`config.mk`:
```
export PLATFORM = sky130hd
export DESIGN_NAME = radix_integer_to_ascii_top
export DESIGN_NICKNAME = d
export VERILOG_FILES = /design/src/hdl/ritoa_pkg.sv /design/src/hdl/ritoa_ram.sv /design/src/hdl/ritoa_ctrl.sv /design/src/hdl/ritoa_dp.sv /design/src/hdl/radix_integer_to_ascii_top.sv
export SDC_FILE = /design/constraint.sdc
export NUM_CORES = 1
export LEC_CHECK = 0
export CAP_MARGIN = 20
export CORE_MARGIN = 3
export CORE_UTILIZATION = 35
export DETAILED_ROUTE_END_ITERATION = 16
export DONT_BUFFER_PORTS = 1
export SLEW_MARGIN = 20
export SYNTH_ARGS = -nofsm -noshare
export SYNTH_HDL_FRONTEND = slang
export SYNTH_SLANG_ARGS = --single-unit
```
`constraint.sdc`:
```
create_clock -name clk -period 34.8 [get_ports clk]
set_input_delay 1.74 -clock clk [delete_from_list [all_inputs] [get_ports clk]]
set_output_delay 1.74 -clock clk [all_outputs]
set_load 0.005 [all_outputs]
```
`src/hdl/ritoa_pkg.sv`:
```
// Shared types and constants for the radix integer-to-text converter.
package ritoa_pkg;

	localparam int VALUE_W    = 64;
	localparam int CHAR_W     = 8;
	localparam int RADIX_W    = 5;
	localparam int CFG_IDX_W  = 2;
	localparam int CFG_DATA_W = 64;

	localparam logic [CFG_IDX_W-1:0] REG_RADIX      = 2'd0;
	localparam logic [CFG_IDX_W-1:0] REG_DIGITS_LOW  = 2'd1;
	localparam logic [CFG_IDX_W-1:0] REG_DIGITS_HIGH = 2'd2;

	localparam logic [RADIX_W-1:0] RADIX_RESET = 5'd10;
	localparam logic [CHAR_W-1:0]  MINUS_CHAR  = 8'h2D;
	localparam logic [VALUE_W-1:0] MOST_NEG    = 64'h8000_0000_0000_0000;

	typedef struct packed {
		logic [VALUE_W-1:0] value;
		logic               signed_mode;
	} in_item_t;

	typedef struct packed {
		logic [CHAR_W-1:0] char_out;
		logic              last;
		logic              overflow;
	} out_item_t;

	// controller to datapath
	typedef struct packed {
		logic start;
		logic step;
		logic store;
		logic rd;
		logic out_minus;
		logic out_char;
		logic out_ovf;
	} cmd_t;

	// datapath to controller
	typedef struct packed {
		logic in_ovf;
		logic in_neg;
		logic neg;
		logic quot_zero;
		logic at_cap;
		logic cnt_zero;
		logic out_free;
	} sts_t;

endpackage

```
`src/hdl/ritoa_ram.sv`:
```
// Generic single-write, single-read RAM with registered read data.
module ritoa_ram #(
	parameter int WIDTH = 4,
	parameter int DEPTH = 64
) (
	input  logic                     clk,
	input  logic                     we,
	input  logic [$clog2(DEPTH)-1:0] waddr,
	input  logic [WIDTH-1:0]         wdata,
	input  logic                     re,
	input  logic [$clog2(DEPTH)-1:0] raddr,
	output logic [WIDTH-1:0]         rdata
);

	logic [WIDTH-1:0] mem_q [DEPTH];

	always_ff @(posedge clk) begin
		if (we) begin
			mem_q[waddr] <= wdata;
		end
		if (re) begin
			rdata <= mem_q[raddr];
		end
	end

endmodule

```
`src/hdl/ritoa_ctrl.sv`:
```
// Controller state machine: sequences division steps, digit stores and character output.
module ritoa_ctrl
	import ritoa_pkg::*;
(
	input  logic clk,
	input  logic arst_n,
	input  logic in_valid,
	output logic in_ready,
	input  sts_t sts,
	output cmd_t cmd
);

	localparam logic [2:0] ST_IDLE  = 3'd0;
	localparam logic [2:0] ST_DIV   = 3'd1;
	localparam logic [2:0] ST_MINUS = 3'd2;
	localparam logic [2:0] ST_RD    = 3'd3;
	localparam logic [2:0] ST_LD    = 3'd4;
	localparam logic [2:0] ST_OVF   = 3'd5;

	logic [2:0] state_q, state_d;
	logic [2:0] bit_cnt_q, bit_cnt_d;

	always_comb begin
		state_d   = state_q;
		bit_cnt_d = bit_cnt_q;
		cmd       = '0;
		in_ready  = 1'b0;
		case (state_q)
			ST_IDLE: begin
				in_ready = 1'b1;
				if (in_valid) begin
					if (sts.in_ovf) begin
						state_d = ST_OVF;
					end else begin
						cmd.start = 1'b1;
						bit_cnt_d = '0;
						state_d   = ST_DIV;
					end
				end
			end
			ST_DIV: begin
				cmd.step  = 1'b1;
				bit_cnt_d = bit_cnt_q + 3'd1;
				// eighth byte step finishes one digit
				if (bit_cnt_q == 3'd7) begin
					cmd.store = 1'b1;
					if (sts.quot_zero || sts.at_cap) begin
						state_d = sts.neg ? ST_MINUS : ST_RD;
					end
				end
			end
			ST_MINUS: begin
				if (sts.out_free) begin
					cmd.out_minus = 1'b1;
					state_d       = ST_RD;
				end
			end
			ST_RD: begin
				cmd.rd  = 1'b1;
				state_d = ST_LD;
			end
			ST_LD: begin
				if (sts.out_free) begin
					cmd.out_char = 1'b1;
					state_d      = sts.cnt_zero ? ST_IDLE : ST_RD;
				end
			end
			ST_OVF: begin
				if (sts.out_free) begin
					cmd.out_ovf = 1'b1;
					state_d     = ST_IDLE;
				end
			end
			default: begin
				state_d = ST_IDLE;
			end
		endcase
	end

	always_ff @(posedge clk or negedge arst_n) begin
		if (!arst_n) begin
			state_q   <= ST_IDLE;
			bit_cnt_q <= '0;
		end else begin
			state_q   <= state_d;
			bit_cnt_q <= bit_cnt_d;
		end
	end

endmodule

```
`src/hdl/ritoa_dp.sv`:
```
// Datapath: config registers, byte-wise divider by the radix, digit store and output register.
module ritoa_dp
	import ritoa_pkg::*;
#(
	parameter int MAX_DIGITS = 64,
	parameter int MAX_RADIX  = 16
) (
	input  logic                  clk,
	input  logic                  arst_n,
	input  in_item_t              in_item,
	output out_item_t             out_item,
	output logic                  out_valid,
	input  logic                  out_ready,
	input  logic                  cfg_we,
	input  logic [CFG_IDX_W-1:0]  cfg_idx,
	input  logic [CFG_DATA_W-1:0] cfg_data,
	input  cmd_t                  cmd,
	output sts_t                  sts
);

	localparam int DIG_W  = $clog2(MAX_RADIX);
	localparam int BASE_W = DIG_W + 1;
	localparam int ADDR_W = $clog2(MAX_DIGITS);
	localparam int CNT_W  = $clog2(MAX_DIGITS + 1);
	localparam logic [CNT_W-1:0] CNT_MAX = CNT_W'(MAX_DIGITS);

	logic [RADIX_W-1:0]    radix_q;
	logic [VALUE_W-1:0]    digits_low_q;
	logic [VALUE_W-1:0]    digits_high_q;
	logic [VALUE_W-1:0]    val_q;
	logic [DIG_W-1:0]      rem_q;
	logic [CNT_W-1:0]      cnt_q;
	logic                  neg_q;
	logic                  last_q;
	logic                  out_valid_q;
	out_item_t             out_q;

	logic [BASE_W-1:0]     base;
	logic [7:0]            qbyte;
	logic [DIG_W-1:0]      rem_next;
	logic [VALUE_W-1:0]    val_next;
	logic [DIG_W-1:0]      rd_digit;
	logic [3:0]            sym;
	logic [CHAR_W-1:0]     sym_char;
	logic [VALUE_W-1:0]    sym_word;
	logic [CNT_W-1:0]      cap;
	logic                  in_neg;

	// clamp radix into 2..MAX_RADIX
	always_comb begin
		if (radix_q < RADIX_W'(2)) begin
			base = BASE_W'(2);
		end else if (radix_q > RADIX_W'(MAX_RADIX)) begin
			base = BASE_W'(MAX_RADIX);
		end else begin
			base = BASE_W'(radix_q);
		end
	end

	// restoring division of the top byte, eight quotient bits per cycle
	always_comb begin
		logic [DIG_W-1:0]  r;
		logic [BASE_W-1:0] t;
		r     = rem_q;
		qbyte = '0;
		for (int k = 7; k >= 0; k--) begin
			t = {r, val_q[VALUE_W-8+k]};
			if (t >= base) begin
				t        = t - base;
				qbyte[k] = 1'b1;
			end
			r = t[DIG_W-1:0];
		end
		rem_next = r;
	end

	assign val_next = {val_q[VALUE_W-9:0], qbyte};
	assign in_neg   = in_item.signed_mode & in_item.value[VALUE_W-1];
	assign cap      = CNT_MAX - CNT_W'(neg_q);

	assign sts.in_ovf    = in_item.signed_mode && (in_item.value == MOST_NEG);
	assign sts.in_neg    = in_neg;
	assign sts.neg       = neg_q;
	assign sts.quot_zero = (val_next == '0);
	assign sts.at_cap    = ((cnt_q + CNT_W'(1)) == cap);
	assign sts.cnt_zero  = (cnt_q == '0);
	assign sts.out_free  = !out_valid_q || out_ready;

	ritoa_ram #(
		.WIDTH(DIG_W),
		.DEPTH(MAX_DIGITS)
	) u_digits (
		.clk  (clk),
		.we   (cmd.store),
		.waddr(cnt_q[ADDR_W-1:0]),
		.wdata(rem_next),
		.re   (cmd.rd),
		.raddr(ADDR_W'(cnt_q - CNT_W'(1))),
		.rdata(rd_digit)
	);

	assign sym      = 4'(rd_digit);
	assign sym_word = sym[3] ? digits_high_q : digits_low_q;
	assign sym_char = sym_word[{sym[2:0], 3'b000} +: CHAR_W];

	always_ff @(posedge clk or negedge arst_n) begin
		if (!arst_n) begin
			radix_q       <= RADIX_RESET;
			digits_low_q  <= '0;
			digits_high_q <= '0;
			cnt_q         <= '0;
			neg_q         <= 1'b0;
			out_valid_q   <= 1'b0;
		end else begin
			if (cfg_we) begin
				case (cfg_idx)
					REG_RADIX:       radix_q       <= cfg_data[RADIX_W-1:0];
					REG_DIGITS_LOW:  digits_low_q  <= cfg_data;
					REG_DIGITS_HIGH: digits_high_q <= cfg_data;
					default: begin
					end
				endcase
			end
			if (cmd.start) begin
				cnt_q <= '0;
				neg_q <= in_neg;
			end else if (cmd.store) begin
				cnt_q <= cnt_q + CNT_W'(1);
			end else if (cmd.rd) begin
				cnt_q <= cnt_q - CNT_W'(1);
			end
			if (cmd.out_minus || cmd.out_char || cmd.out_ovf) begin
				out_valid_q <= 1'b1;
			end else if (out_ready) begin
				out_valid_q <= 1'b0;
			end
		end
	end

	always_ff @(posedge clk) begin
		if (cmd.start) begin
			val_q <= in_neg ? (~in_item.value + VALUE_W'(1)) : in_item.value;
			rem_q <= '0;
		end else if (cmd.step) begin
			val_q <= val_next;
			// each digit restarts from a zero remainder
			rem_q <= cmd.store ? '0 : rem_next;
		end
		if (cmd.rd) begin
			last_q <= (cnt_q == CNT_W'(1));
		end
		if (cmd.out_minus) begin
			out_q <= '{char_out: MINUS_CHAR, last: 1'b0, overflow: 1'b0};
		end else if (cmd.out_char) begin
			out_q <= '{char_out: sym_char, last: last_q, overflow: 1'b0};
		end else if (cmd.out_ovf) begin
			out_q <= '{char_out: '0, last: 1'b1, overflow: 1'b1};
		end
	end

	assign out_valid = out_valid_q;
	assign out_item  = out_q;

endmodule

```
`src/hdl/radix_integer_to_ascii_top.sv`:
```
// Radix integer-to-text converter: one 64-bit value in, one character item per digit out.
// Each digit takes one division step per dividend byte (one dividend byte per cycle); the
// characters then come out most significant digit first, after a leading '-' for a negative
// signed value, each read from the digit store and then loaded into the output register.
// The most negative signed value gives one overflow item; a new value is taken only when idle.
// Reset clears control state and loads radix 10 and all-zero digit tables.
module radix_integer_to_ascii_top
	import ritoa_pkg::*;
#(
	parameter int MAX_DIGITS = 64,
	parameter int MAX_RADIX  = 16
) (
	input  logic                  clk,
	input  logic                  arst_n,
	input  logic                  in_valid,
	output logic                  in_ready,
	input  in_item_t              in_item,
	output logic                  out_valid,
	input  logic                  out_ready,
	output out_item_t             out_item,
	input  logic                  cfg_we,
	input  logic [CFG_IDX_W-1:0]  cfg_idx,
	input  logic [CFG_DATA_W-1:0] cfg_data
);

	cmd_t cmd;
	sts_t sts;

	ritoa_ctrl u_ctrl (
		.clk     (clk),
		.arst_n  (arst_n),
		.in_valid(in_valid),
		.in_ready(in_ready),
		.sts     (sts),
		.cmd     (cmd)
	);

	ritoa_dp #(
		.MAX_DIGITS(MAX_DIGITS),
		.MAX_RADIX (MAX_RADIX)
	) u_dp (
		.clk      (clk),
		.arst_n   (arst_n),
		.in_item  (in_item),
		.out_item (out_item),
		.out_valid(out_valid),
		.out_ready(out_ready),
		.cfg_we   (cfg_we),
		.cfg_idx  (cfg_idx),
		.cfg_data (cfg_data),
		.cmd      (cmd),
		.sts      (sts)
	);

endmodule

```
==> qor.txt <==
Worst Setup End Kind - flip-flop
Slowest library cell on the worst path - o22ai_1
Final Cycle Share - 42.35%
Routability Congestion - 0.8866
CORE AREA - 0.06622 mm^2
GRT Overall Usage - 15.25%
Outcome - complete, no violations
Max cap viols - 0
Required @ worst endpoint - 35,090 ps
Final setup viols - 0
First-pass GRT wire length - 84.14 mm
Total gr overflow - 0
Synth cell types - 80
Drt first pass iters - 5
Synth area leaders - edfxtp_1 41%, dfrtp_1 16%, mux4_2 11%
Post-Syn Instances - 1,635
Drt initial violations - 959
Yosys warns - 0
Die ar. - 0.07046 mm^2
RSZ-0062 raised after global routing - false
Syn Area/Cell - 14.41 um^2
Reg area - 0.01375 mm^2
Fin crit period - 14,740 ps
Relative slew margins - 31.44%
Initial core utilization - 35.58%
Mapped Area - 0.02356 mm^2
Area growth syn-to-layout - 11.08%
Initial antenna violation count - 0
H-tree depth - 2
Clk sink count - 487
DR vias/cell - 5.455
Remaining antenna violation count - 0
CTS Root Cell - clkbuf_16
Vias - 13,770
CTS max path bufs - 3
Worst-Margin Slew - 1028 ps
Crit path DAT - 15,030 ps
Cell taking the most area after synthesis - edfxtp_1
Max incr delay on CP - 590 ps
Seq/Total Area, Yosys - 58.34%
HPWL Detailed - 36.86 mm
PortBufs - 0
Count leader, synth - edfxtp_1
DR DRC count - 0
Worst Hold Class - reg2reg
Critical path launch point type - flip-flop
Syn nets - 1,826
Die X - 265.5 um
CTS tree - done
WL/cell - 21.56 um
Largest net degree at the start of global routing - 149
Ys flop type - edfxtp_1
Cell repeated most along the worst path - ha_1
Total wire length - 54.41 mm
Multi-input gate area - 0.009351 mm^2
Row cnt - 94
Filler cells - 6,009
Flip-flop and latch count after synthesis - 487
Final Net Count - 1,808
Post-CTS sizing - 0
Post-CTS Setup Repair Bufs - 0
Vias in the first global route - 14,000
Clock latency on the worst-skew pair - 600 ps
Synth async-reset ratio - 30.39%
Num ports - 148
Hold Buf Count CTS - 0
CTS Buf Count - 53
Synth cell count leaders - 325 x edfxtp_1, 151 x mux2_2, 150 x nor2_1
CP Max Fanout - 65
Post-synth EDFFs - 325
Fin Setup TNS - 0 ps
Post-synth top area share - 41.42%
Final Skew - 26.66 ps
WS Path Type - reg2reg
Hold Fails Final Rpt - 0
CTS clk-pin slew, worst paths - 60 ps
Max Fclk - 67.85 MHz
Layout cell share with drive strength beyond 1 - 24.46%
Max-slew violations - 0
DIE HEIGHT - 265.5 um
Diode count - 0
area by class of cell:
class                           count  share of cell area [%]
Clock buffer                       75                   5.728
Clock inverter                     23                  0.9514
Inverter                           32                  0.4590
Multi-Input combinational cell   1027                   35.73
Sequential cell                   487                   52.54
Tap cell                          864                   4.131
Timing Repair Buffer               16                  0.4590
cell usage in the layout, fill, tap and decap left out, drive strengths merged, types with 14 or more instances in the layout:
| cell type | n |
|---|---|
| edfxtp | 325 |
| dfrtp | 146 |
| nand2 | 81 |
| dfxtp | 14 |
| buf | 16 |
| o21ai | 60 |
| xnor2 | 46 |
| clkinv | 15 |
| ha | 47 |
| inv | 34 |
| nor4 | 26 |
| nor3 | 20 |
| nor2 | 152 |
| mux4 | 120 |
| a21oi | 76 |
| clkbuf | 75 |
| nand3 | 14 |
| nand4 | 14 |
| xor2 | 38 |
| mux2 | 151 |
registers in the layout, summed over array words and instances (netlist names):
name	cells
u_dp.out_item	10
u_dp.u_digits.mem_q	256
u_ctrl.bit_cnt_q	3
u_dp.digits_low_q	64
u_dp.u_digits.rdata	4
u_dp.neg_q	1
u_dp.digits_high_q	64
u_dp.rem_q	4
u_dp.out_valid	1
u_dp.last_q	1
u_dp.cnt_q	7
u_dp.val_q	64
u_ctrl.state_q	3
u_dp.radix_q	5
routing by layer:
| layer | part of all wire, % | global-route usage [%] |
|---|---|---|
| met1 | 44 | 21.06 |
| met2 | 47 | 24.34 |
| met3 | 7.0 | 3.792 |
| met4 | 2.0 | 3.681 |
| met5 | 0 | 0 |
final timing paths:
check                                       from                    endpoint  slack [ps]  depth (start not counted)
setup / recovery                 u_dp.radix_q[4]  u_dp.u_digits.mem_q[32][0]       20060                         49
hold / removal             u_dp.digits_low_q[57]       u_dp.digits_low_q[57]         500                          1
setup reg to reg                 u_dp.radix_q[4]  u_dp.u_digits.mem_q[32][0]       20060                         49
hold reg to reg            u_dp.digits_low_q[57]       u_dp.digits_low_q[57]         500                          1
max in group asynchronous                 arst_n             u_dp.radix_q[1]       33670                          0
min in group asynchronous                 arst_n      u_dp.digits_high_q[52]         830                          0
through the flow:
step,hold slack [ps],util (%),setup slack [ps],instances,cell area (um^2)
after floorplan,450.4,-,19780,1635,23560
after global placement,481.3,36.85,20290,2425,24400
after detailed placement,488.1,36.85,19590,2425,24400
after CTS,501.4,39.49,19520,2523,26150
after global routing,507.7,39.52,19000,2524,26170
final,499.6,39.52,20060,2524,26170
worst max-delay path, delay by kind of cell, from the launching register on:
family | cells | cell delay [ps]
AND/OR/NAND/NOR | 6 | 1030
adder cells (fa/ha/maj) | 8 | 2460
flip-flops | 1 | 360
buffers and inverters | 8 | 1580
AO/OA/AOI/OAI | 21 | 6450
multiplexers | 6 | 2540
kinds of logic (layout without fill, tap and decap cells):
group                      after synthesis  in the layout  synth area share (%)
and+or+nand+nor                        381            381                 7.987
AOI/OAI and AO/OA                      223            223                 5.959
DFF                                    487            487                 58.34
xor gates and xnor gates                84             84                 3.123
adders and majority gates               55             55                 3.176
muxes                                  284            284                 19.24
buffers and inverters                  121            146                 2.172
Power is left out: the tool's default activity adds up to more than one toggle a clock period on the data nets, which glitch-free logic cannot reach.
